[config.mk]
export PLATFORM = sky130hd
export DESIGN_NAME = imu_serial_frame_parser
export DESIGN_NICKNAME = d
export VERILOG_FILES = /design/src/rtl/imu_pkg.sv /design/src/rtl/imu_front.sv /design/src/rtl/imu_queue.sv /design/src/rtl/imu_back.sv /design/src/rtl/imu_serial_frame_parser.sv
export SDC_FILE = /design/constraint.sdc
export NUM_CORES = 2
export LEC_CHECK = 0
export BUFFER_PORTS_ARGS = -buffer_cell sky130_fd_sc_hd__buf_2
export CAP_MARGIN = 20
export CORE_UTILIZATION = 40
export DETAILED_ROUTE_END_ITERATION = 7
export HOLD_SLACK_MARGIN = 0.08
export SETUP_SLACK_MARGIN = 0.3
export SLEW_MARGIN = 20
export SYNTH_ARGS = -nofsm -noshare
export SYNTH_HDL_FRONTEND = slang
export SYNTH_HIERARCHICAL = 1
export SYNTH_SLANG_ARGS = --single-unit
[constraint.sdc]
create_clock -name i_clk -period 10 [get_ports i_clk]
set_clock_uncertainty 0.1 [all_clocks]
set_input_delay 2 -clock i_clk [delete_from_list [all_inputs] [get_ports i_clk]]
set_output_delay 2 -clock i_clk [all_outputs]
set_load 0.1 [all_outputs]
[src/rtl/imu_pkg.sv]
package imu_pkg;

    // Frame layout.
    localparam int PAYLOAD_BYTES = 8;
    localparam int CNT_W         = $clog2(PAYLOAD_BYTES + 1);
    localparam int IDX_W         = $clog2(PAYLOAD_BYTES);
    localparam int WORD_COUNT    = 4;

    // Depth of the frame queue between the parser and the scaler.
    localparam int QUEUE_DEPTH = 2;

    // Protocol bytes.
    localparam logic [7:0] HDR_BYTE   = 8'h55;
    localparam logic [7:0] TYPE_ACCEL = 8'h51;
    localparam logic [7:0] TYPE_RATE  = 8'h52;
    localparam logic [7:0] TYPE_ANGLE = 8'h53;

    // Configuration registers.
    localparam int CFG_IDX_W  = 2;
    localparam int CFG_DATA_W = 11;
    localparam logic [CFG_IDX_W-1:0] CFG_ACCEL_FS = 2'd0;
    localparam logic [CFG_IDX_W-1:0] CFG_RATE_FS  = 2'd1;
    localparam int ACCEL_FS_W = 5;
    localparam int RATE_FS_W  = 11;
    localparam logic [ACCEL_FS_W-1:0] ACCEL_FS_RESET = 5'd16;
    localparam logic [RATE_FS_W-1:0]  RATE_FS_RESET  = 11'd2000;

    // Scaling.
    localparam int SCALE_W = 12;
    localparam logic [SCALE_W-1:0] ANGLE_SCALE = 12'd360;
    localparam int VALUE_W = 28;
    localparam int TEMP_W  = 25;

    // Temperature: round(|raw| * 16384 / 85) by a reciprocal multiply.
    // The reciprocal is exact for every dividend below 2^30.
    localparam int TEMP_PROD_W = 62;
    localparam int TEMP_SHIFT  = 38;
    localparam int TQ_W        = 23;
    localparam logic [31:0] TEMP_RECIP = 32'd3233857729;
    localparam logic [13:0] TEMP_ROUND = 14'd42;
    localparam logic signed [TEMP_W-1:0] TEMP_OFFSET = 25'sd2375680;

    typedef enum logic [1:0] {
        KIND_ACCEL = 2'd0,
        KIND_RATE  = 2'd1,
        KIND_ANGLE = 2'd2
    } t_kind;

    typedef enum logic [1:0] {
        PH_HUNT = 2'd0,
        PH_TYPE = 2'd1,
        PH_DATA = 2'd2
    } t_phase;

    // One parsed frame: kind and the raw little-endian words.
    typedef struct packed {
        t_kind                        kind;
        logic [WORD_COUNT-1:0][15:0]  words;
    } t_frame;

endpackage

[src/rtl/imu_front.sv]
module imu_front (
    input  logic                 i_clk,
    input  logic                 i_rst_n,
    input  logic                 i_in_valid,
    input  logic [7:0]           i_rx_byte,
    output logic                 o_in_stall,
    input  logic                 i_queue_full,
    output logic                 o_push,
    output imu_pkg::t_frame      o_frame
);

    imu_pkg::t_phase                 r_phase, n_phase;
    imu_pkg::t_kind                  r_kind,  n_kind;
    logic [imu_pkg::CNT_W-1:0]       r_count, n_count;
    logic [7:0]                      r_store [imu_pkg::PAYLOAD_BYTES];

    logic accept;
    logic collecting;
    logic store_we;

    // A byte is held off only while the queue has no room for a frame.
    assign o_in_stall = i_queue_full;
    assign accept     = i_in_valid && !i_queue_full;
    assign collecting = (r_count < imu_pkg::CNT_W'(imu_pkg::PAYLOAD_BYTES));

    // Next-state logic of the frame parser.
    always_comb begin
        n_phase = r_phase;
        n_kind  = r_kind;
        n_count = r_count;
        if (accept) begin
            case (r_phase)
                imu_pkg::PH_TYPE: begin
                    case (i_rx_byte)
                        imu_pkg::TYPE_ACCEL: begin
                            n_phase = imu_pkg::PH_DATA;
                            n_kind  = imu_pkg::KIND_ACCEL;
                            n_count = '0;
                        end
                        imu_pkg::TYPE_RATE: begin
                            n_phase = imu_pkg::PH_DATA;
                            n_kind  = imu_pkg::KIND_RATE;
                            n_count = '0;
                        end
                        imu_pkg::TYPE_ANGLE: begin
                            n_phase = imu_pkg::PH_DATA;
                            n_kind  = imu_pkg::KIND_ANGLE;
                            n_count = '0;
                        end
                        default: begin
                            n_phase = imu_pkg::PH_TYPE;
                        end
                    endcase
                end
                imu_pkg::PH_DATA: begin
                    if (collecting) begin
                        n_count = r_count + 1'b1;
                    end else begin
                        n_phase = imu_pkg::PH_HUNT;
                        n_count = '0;
                    end
                end
                default: begin
                    n_phase = (i_rx_byte == imu_pkg::HDR_BYTE) ? imu_pkg::PH_TYPE
                                                               : imu_pkg::PH_HUNT;
                end
            endcase
        end
    end

    // Output decode: store a payload byte, or hand the frame over on the trailing byte.
    always_comb begin
        store_we = 1'b0;
        o_push   = 1'b0;
        case (r_phase)
            imu_pkg::PH_DATA: begin
                store_we = accept && collecting;
                o_push   = accept && !collecting;
            end
            default: begin
                store_we = 1'b0;
                o_push   = 1'b0;
            end
        endcase
    end

    // Words are little endian in the payload.
    always_comb begin
        o_frame.kind = r_kind;
        for (int w = 0; w < imu_pkg::WORD_COUNT; w++) begin
            o_frame.words[w] = {r_store[2*w+1], r_store[2*w]};
        end
    end

    // Control state.
    always_ff @(posedge i_clk) begin
        if (!i_rst_n) begin
            r_phase <= imu_pkg::PH_HUNT;
            r_kind  <= imu_pkg::KIND_ACCEL;
            r_count <= '0;
        end else begin
            r_phase <= n_phase;
            r_kind  <= n_kind;
            r_count <= n_count;
        end
    end

    // Payload buffer, shared by all frame kinds.
    always_ff @(posedge i_clk) begin
        if (store_we) begin
            r_store[r_count[imu_pkg::IDX_W-1:0]] <= i_rx_byte;
        end
    end

endmodule

[src/rtl/imu_queue.sv]
module imu_queue #(
    parameter int DEPTH = imu_pkg::QUEUE_DEPTH
) (
    input  logic             i_clk,
    input  logic             i_rst_n,
    input  logic             i_push,
    input  imu_pkg::t_frame  i_frame,
    output logic             o_full,
    input  logic             i_pop,
    output logic             o_valid,
    output imu_pkg::t_frame  o_frame
);

    localparam int PTR_W = (DEPTH > 1) ? $clog2(DEPTH) : 1;
    localparam int CNT_W = $clog2(DEPTH + 1);

    imu_pkg::t_frame         r_entry [DEPTH];
    logic [PTR_W-1:0]        r_wr_ptr, r_rd_ptr;
    logic [CNT_W-1:0]        r_count;
    logic                    do_push, do_pop;

    assign o_full  = (r_count == CNT_W'(DEPTH));
    assign o_valid = (r_count != '0);
    assign o_frame = r_entry[r_rd_ptr];
    assign do_push = i_push && !o_full;
    assign do_pop  = i_pop && o_valid;

    // Pointers and fill level.
    always_ff @(posedge i_clk) begin
        if (!i_rst_n) begin
            r_wr_ptr <= '0;
            r_rd_ptr <= '0;
            r_count  <= '0;
        end else begin
            if (do_push) begin
                r_wr_ptr <= (r_wr_ptr == PTR_W'(DEPTH - 1)) ? '0 : r_wr_ptr + 1'b1;
            end
            if (do_pop) begin
                r_rd_ptr <= (r_rd_ptr == PTR_W'(DEPTH - 1)) ? '0 : r_rd_ptr + 1'b1;
            end
            if (do_push && !do_pop) begin
                r_count <= r_count + 1'b1;
            end else if (do_pop && !do_push) begin
                r_count <= r_count - 1'b1;
            end
        end
    end

    // Entry storage.
    always_ff @(posedge i_clk) begin
        if (do_push) begin
            r_entry[r_wr_ptr] <= i_frame;
        end
    end

endmodule

[src/rtl/imu_back.sv]
module imu_back (
    input  logic                                   i_clk,
    input  logic                                   i_rst_n,
    input  logic [imu_pkg::ACCEL_FS_W-1:0]         i_accel_fs,
    input  logic [imu_pkg::RATE_FS_W-1:0]          i_rate_fs,
    input  logic                                   i_frame_valid,
    input  imu_pkg::t_frame                        i_frame,
    output logic                                   o_pop,
    output logic                                   o_out_valid,
    input  logic                                   i_out_stall,
    output logic [1:0]                             o_frame_kind,
    output logic signed [imu_pkg::VALUE_W-1:0]     o_value_x,
    output logic signed [imu_pkg::VALUE_W-1:0]     o_value_y,
    output logic signed [imu_pkg::VALUE_W-1:0]     o_value_z,
    output logic signed [imu_pkg::TEMP_W-1:0]      o_temperature
);

    // Stage 1: products.
    logic                                  r_s1_valid;
    imu_pkg::t_kind                        r_s1_kind;
    logic signed [imu_pkg::VALUE_W-1:0]    r_s1_x, r_s1_y, r_s1_z;
    logic [imu_pkg::TQ_W-1:0]              r_s1_tq;
    logic                                  r_s1_tneg;

    // Stage 2: output register.
    logic                                  r_out_valid;
    imu_pkg::t_kind                        r_out_kind;
    logic signed [imu_pkg::VALUE_W-1:0]    r_out_x, r_out_y, r_out_z;
    logic signed [imu_pkg::TEMP_W-1:0]     r_out_t;

    logic                                  s2_ready, s1_ready;
    logic [imu_pkg::SCALE_W-1:0]           scale;
    logic signed [imu_pkg::VALUE_W:0]      prod_x, prod_y, prod_z;
    logic [15:0]                           t_raw, t_mag;
    logic [29:0]                           t_dividend;
    logic [imu_pkg::TEMP_PROD_W-1:0]       t_prod;
    logic signed [imu_pkg::TEMP_W-1:0]     t_abs, t_signed;

    // The pipeline advances whenever the stage ahead is empty or draining.
    assign s2_ready = !r_out_valid || !i_out_stall;
    assign s1_ready = !r_s1_valid || s2_ready;
    assign o_pop    = i_frame_valid && s1_ready;

    // Scale factor per frame kind.
    always_comb begin
        case (i_frame.kind)
            imu_pkg::KIND_ACCEL: scale = imu_pkg::SCALE_W'({i_accel_fs, 1'b0});
            imu_pkg::KIND_RATE:  scale = imu_pkg::SCALE_W'({i_rate_fs, 1'b0});
            default:             scale = imu_pkg::ANGLE_SCALE;
        endcase
    end

    // One multiplier per axis.
    assign prod_x = $signed(i_frame.words[0]) * $signed({1'b0, scale});
    assign prod_y = $signed(i_frame.words[1]) * $signed({1'b0, scale});
    assign prod_z = $signed(i_frame.words[2]) * $signed({1'b0, scale});

    // Temperature magnitude divided by 85 after the rounding bias is added.
    assign t_raw      = i_frame.words[3];
    assign t_mag      = t_raw[15] ? (16'd0 - t_raw) : t_raw;
    assign t_dividend = {t_mag, imu_pkg::TEMP_ROUND};
    assign t_prod     = t_dividend * imu_pkg::TEMP_RECIP;

    always_ff @(posedge i_clk) begin
        if (!i_rst_n) begin
            r_s1_valid <= 1'b0;
        end else if (s1_ready) begin
            r_s1_valid <= i_frame_valid;
        end
    end

    always_ff @(posedge i_clk) begin
        if (o_pop) begin
            r_s1_kind <= i_frame.kind;
            r_s1_x    <= prod_x[imu_pkg::VALUE_W-1:0];
            r_s1_y    <= prod_y[imu_pkg::VALUE_W-1:0];
            r_s1_z    <= prod_z[imu_pkg::VALUE_W-1:0];
            r_s1_tq   <= t_prod[imu_pkg::TEMP_SHIFT+imu_pkg::TQ_W-1:imu_pkg::TEMP_SHIFT];
            r_s1_tneg <= t_raw[15];
        end
    end

    // Restore the sign and add the 36.25 degree offset.
    assign t_abs    = $signed({{(imu_pkg::TEMP_W - imu_pkg::TQ_W){1'b0}}, r_s1_tq});
    assign t_signed = r_s1_tneg ? -t_abs : t_abs;

    always_ff @(posedge i_clk) begin
        if (!i_rst_n) begin
            r_out_valid <= 1'b0;
        end else if (s2_ready) begin
            r_out_valid <= r_s1_valid;
        end
    end

    always_ff @(posedge i_clk) begin
        if (s2_ready && r_s1_valid) begin
            r_out_kind <= r_s1_kind;
            r_out_x    <= r_s1_x;
            r_out_y    <= r_s1_y;
            r_out_z    <= r_s1_z;
            r_out_t    <= t_signed + imu_pkg::TEMP_OFFSET;
        end
    end

    assign o_out_valid   = r_out_valid;
    assign o_frame_kind  = r_out_kind;
    assign o_value_x     = r_out_x;
    assign o_value_y     = r_out_y;
    assign o_value_z     = r_out_z;
    assign o_temperature = r_out_t;

endmodule

[src/rtl/imu_serial_frame_parser.sv]
// Parser for the 0x55-headed serial frames of an inertial sensor.
// Input channel: one received byte per beat on i_rx_byte, qualified by
// i_in_valid; the block raises o_in_stall only while its frame queue is full.
// Output channel: one beat per complete frame carrying the frame kind, three
// axis values (Q12.16) and the temperature (Q9.16), all signed; o_out_valid
// holds the beat; i_out_stall from the receiver keeps it in place until taken.
// Configuration: i_cfg_valid with i_cfg_index and i_cfg_data writes the
// acceleration (index 0) or angular rate (index 1) full scale; o_cfg_ready is
// always high and other indexes are ignored.
// Rate: one byte per cycle is accepted while o_in_stall is low. A frame
// passes from its trailing byte through the frame queue, the multiply stage
// and the output register of the scaler before its result appears. A stalled
// receiver first fills the output register, then the multiply stage, then the
// frame queue (QUEUE_DEPTH frames) before the byte input is stalled.
// Reset: synchronous, active low; the parser returns to hunting for a
// header, the pipeline and queue empty, and the full-scale registers take
// 16 g and 2000 deg/s.
module imu_serial_frame_parser #(
    parameter int QUEUE_DEPTH = imu_pkg::QUEUE_DEPTH
) (
    input  logic                                   i_clk,
    input  logic                                   i_rst_n,
    input  logic                                   i_in_valid,
    input  logic [7:0]                             i_rx_byte,
    output logic                                   o_in_stall,
    output logic                                   o_out_valid,
    input  logic                                   i_out_stall,
    output logic [1:0]                             o_frame_kind,
    output logic signed [imu_pkg::VALUE_W-1:0]     o_value_x,
    output logic signed [imu_pkg::VALUE_W-1:0]     o_value_y,
    output logic signed [imu_pkg::VALUE_W-1:0]     o_value_z,
    output logic signed [imu_pkg::TEMP_W-1:0]      o_temperature,
    input  logic                                   i_cfg_valid,
    output logic                                   o_cfg_ready,
    input  logic [imu_pkg::CFG_IDX_W-1:0]          i_cfg_index,
    input  logic [imu_pkg::CFG_DATA_W-1:0]         i_cfg_data
);

    logic [imu_pkg::ACCEL_FS_W-1:0]  r_accel_fs;
    logic [imu_pkg::RATE_FS_W-1:0]   r_rate_fs;

    logic             queue_full, push, pop, queue_valid;
    imu_pkg::t_frame  front_frame, queue_frame;

    // Full-scale registers.
    assign o_cfg_ready = 1'b1;

    always_ff @(posedge i_clk) begin
        if (!i_rst_n) begin
            r_accel_fs <= imu_pkg::ACCEL_FS_RESET;
            r_rate_fs  <= imu_pkg::RATE_FS_RESET;
        end else if (i_cfg_valid) begin
            case (i_cfg_index)
                imu_pkg::CFG_ACCEL_FS: r_accel_fs <= i_cfg_data[imu_pkg::ACCEL_FS_W-1:0];
                imu_pkg::CFG_RATE_FS:  r_rate_fs  <= i_cfg_data[imu_pkg::RATE_FS_W-1:0];
                default: ;
            endcase
        end
    end

    // Byte parser.
    imu_front u_front (
        .i_clk        (i_clk),
        .i_rst_n      (i_rst_n),
        .i_in_valid   (i_in_valid),
        .i_rx_byte    (i_rx_byte),
        .o_in_stall   (o_in_stall),
        .i_queue_full (queue_full),
        .o_push       (push),
        .o_frame      (front_frame)
    );

    // Frame queue between parser and scaler.
    imu_queue #(
        .DEPTH (QUEUE_DEPTH)
    ) u_queue (
        .i_clk   (i_clk),
        .i_rst_n (i_rst_n),
        .i_push  (push),
        .i_frame (front_frame),
        .o_full  (queue_full),
        .i_pop   (pop),
        .o_valid (queue_valid),
        .o_frame (queue_frame)
    );

    // Scaling pipeline and output register.
    imu_back u_back (
        .i_clk         (i_clk),
        .i_rst_n       (i_rst_n),
        .i_accel_fs    (r_accel_fs),
        .i_rate_fs     (r_rate_fs),
        .i_frame_valid (queue_valid),
        .i_frame       (queue_frame),
        .o_pop         (pop),
        .o_out_valid   (o_out_valid),
        .i_out_stall   (i_out_stall),
        .o_frame_kind  (o_frame_kind),
        .o_value_x     (o_value_x),
        .o_value_y     (o_value_y),
        .o_value_z     (o_value_z),
        .o_temperature (o_temperature)
    );

endmodule
==> results.toml <==
[cts]
h-tree-depth = 2
cts_buffers = 51
cts_resized = 0
clock_latency_ps = 680
hold_buffers = 0
clk_pin_slew_worst_paths_ps = 60
clk_path_buf_depth = 3
post_cts_buffers = 0
cts_tree = "built"
root_buffer = "clkbuf_16"
cts.sinks = 442

[placed_design]
dp_hpwl_mm = 63.9
portBuffers = 135
gp_congestion = 0.833
dpl_worst_slack_ps = 1540

[synthesis]
yosysUniqueCellTypes = 86
synthFlopType = "edfxtp_1"
syn_area_per_cell_um2 = 11.0
ys_ff_latch = 442
ys_seq_area_frac = 0.323
synth_cells = 3630
synth_edf_count = 411
ys_warn_count = 6
syn_area_um2 = 40100
synthArstFlopShare = 0

[global_route]
overflow = 0
grt_pass1_wl_mm = 139
globalRouteTotalUtil = 0.173
antenna_found_initial = 1
grt_max_degree = 136
grt_pass1_vias = 25700

[setup_path]
arrival_ps = 8800
endpoint_kind = "flip-flop"
worstSetupStartpointType = "flip-flop"
reg2reg_slack_ps = 1480
critPathMaxStageDelay_ps = 760
slowest_stage = "dfxtp_2"
path_common_cell = "ha_1"
critPathKind = "flip-flop to flip-flop"
cp.required_ps = 10280
cp_max_fo = 25

[timing]
worstMarginPinSlew_ps = 995
slew_viol_final = 0
fin_crit_sh = 0.852
finalHoldViolations = 0
rsz0062_at_grt = "false"
final.setup.worst_slack_ps = 1480
min_period_ps = 8520
tns_ps = 0
setup_violations = 0
relSlewSlack = 0.337
fmax_mhz = 117

[finish]
area_growth_pct = 9.37
fillers = 9282
drive_gt1_frac = 0.0818
ff_latch_area_um2 = 13000
multiInputGateArea_um2 = 23700
nets = 4654
fin_util = 0.444

[drt]
wl_per_cell_um = 17.0
drt_iter0_drc = 1413
vias = 24900
first_pass_iters = 5
routed_wl_mm = 85.4
ant_nets = 0
remaining_drc_errors = 0
vias_per_cell = 4.96

[pwr]
vdd_ir_drop_max_uv = 110
p_sw_frac = 0.216
p_int_mw = 3.14
combPwrFrac = 0.014
p_clk_frac = 0.487
power_density_nw_per_um2 = 91.4
switchingPower_mw = 0.867
pwr-share-seq = 0.499
p_leak_nw = 20.5

[die]
dieHeight_um = 319
io_pins = 140
die_x_um = 319
core_um2 = 98900
num_rows = 115
die_area_um2 = 102000
start_util = 0.406

[run]
drv_cap = 0

[worst_hold_path]
holdCritPathClass = "flip-flop to flip-flop"

[run_status]
status = "complete, no violations"
[power by group through the flow]
stage	sequential, mW	clock, mW	combinational (mW)
floorplan	2.04	0	0.0273
global placement	2.04	0	0.0555
detailed placement	2.04	0	0.0557
CTS	2.00	2.02	0.0558
finish	2.00	1.95	0.0564
global route	2.00	2.09	0.0591
[worst paths after layout]
| check | cells after the start | start | endpoint |
|---|---|---|---|
| worst max-delay path | 26 | flip-flop | u_back/r_s1_tq[22] |
| worst min-delay path | 0 | u_front/r_store[1][4] | u_queue/r_entry[1][12] |
| worst max register to register | 26 | flip-flop | u_back/r_s1_tq[22] |
| worst min register to register | 0 | u_front/r_store[1][4] | u_queue/r_entry[1][12] |
[Yosys cell counts (4+ instances only)]
cell         n  area (um^2)
fa_1       508        10200
o2111ai_1    6         52.6
o21ai_1     20          100
a31oi_1     12         75.1
nand3_1     25          125
nand4_1      4         25.0
o31ai_1     10         75.1
nor2_1      76          285
a21boi_1     5         37.5
edfxtp_1   411        12300
a21oi_1     74          370
o22ai_1      4         25.0
mux2_1      40          450
nand2_1    355         1330
nand2b_1    18          113
dfxtp_1     31          621
a211o_1      5         43.8
xnor2_1    109          955
nor3_1      20          100
and2_1      90          563
xor2_1      38          333
o211ai_1    11         82.6
o21ai_0     42          210
buf_6        5         56.3
buf_2        4         20.0
a21o_1      20          150
o21a_1      19          143
mux2_2      26          293
o21bai_1     6         45.0
and3_1     180         1130
inv_1      766         2880
or3_1       12         75.1
mux2i_1     16          160
nand4b_1     7         61.3
o41ai_1      6         52.6
clkbuf_1   133          499
ha_1       418         5230
buf_4        6         45.0
a211oi_1     5         37.5
nor2b_1     21          131
or2_2        5         31.3
[stage by stage]
| stage | area [um^2] | hold slack (ps) | instances | total power [mW] |
|---|---|---|---|---|
| after floorplan | 40100 | 300 | 3632 | 2.06 |
| after global routing | 43900 | 315 | 5030 | 4.15 |
| after detailed placement | 42100 | 305 | 4936 | 2.09 |
| after CTS | 43900 | 294 | 5030 | 4.08 |
| final | 43900 | 305 | 5031 | 4.01 |
| after global placement | 42100 | 303 | 4936 | 2.09 |
[sequential cells by signal, summed over array words and instances (netlist names), 2 cells and up, named ones only]
name                  count
u_back/o_frame_kind       2
u_queue/r_count           2
u_back/o_temperature     25
u_front/r_kind            2
u_queue/r_entry         132
u_back/r_s1_kind          2
r_rate_fs                11
u_front/r_phase           2
u_front/r_count           4
r_accel_fs                5
u_back/o_value_z         27
u_back/r_s1_z            27
u_back/o_value_y         27
u_back/r_s1_tq           23
u_back/r_s1_x            27
u_back/r_s1_y            27
u_front/r_store          64
u_back/o_value_x         27
[cells by family (layout without fill, tap and decap cells)]
| kind of cell | Yosys count | in the layout | synth area share |
|---|---|---|---|
| other cells | 2 | 5 | 0.000187 |
| xor+xnor | 147 | 147 | 0.0321 |
| mux | 82 | 82 | 0.0225 |
| buf+inv | 916 | 1027 | 0.0874 |
| simple gates | 835 | 835 | 0.104 |
| compound gates | 278 | 278 | 0.0458 |
| fa+ha+maj | 928 | 928 | 0.385 |
| flops | 442 | 442 | 0.323 |
[critical path: cells and delay by family, from the launching register on]
family	cells	cell delay, ps
multiplexers	1	440
AND/OR/NAND/NOR	8	1900
AO/OA/AOI/OAI	5	1300
buffers and inverters	2	160
flip-flops	1	760
adder cells (fa/ha/maj)	10	3590
[layer usage]
| metal | part of all wire | track usage | up-vias | wire length (um) |
|---|---|---|---|---|
| met2 | 0.45 | 0.273 | 525 | 38700 |
| met1 | 0.48 | 0.249 | 12500 | 40700 |
| met4 | 0.020 | 0.0446 | 0 | 1740 |
| met3 | 0.050 | 0.0261 | 95 | 4300 |
| met5 | 0 | 0 | - | 0 |
| li1 | - | - | 11800 | - |
[area by class of cell]
cell class                 instances  share of cell area
antenna                            1           0.0000571
clock buffer                      55              0.0294
clock inverter                    39              0.0109
inverter                         767              0.0656
multi-input combinational       2274               0.540
sequential                       442               0.296
tap                             1287              0.0367
timing repair buffer             166              0.0213
[placed cells by master (no fill, tap or decap), types with 11 or more instances in the layout]
master,netlist,final
nor3_1,20,19
and2_1,90,89
a31oi_1,12,12
o21ai_1,20,20
o21a_1,19,19
dfxtp_1,31,30
or3_1,12,12
mux2_1,40,40
mux2i_1,16,16
nand2b_1,18,18
ha_1,418,418
o21ai_0,42,42
and3_1,180,179
nor2_1,76,73
edfxtp_1,411,411
nand3_1,25,25
inv_1,766,766
clkbuf_16,0,51
mux2_2,26,26
a21o_1,20,20
nand2_1,355,355
o211ai_1,11,11
a21oi_1,74,74
xnor2_1,109,109
buf_2,4,135
xor2_1,38,38
fa_1,508,508
nor2b_1,21,20
buf_4,6,29
Power figures use the tool's default switching activity.
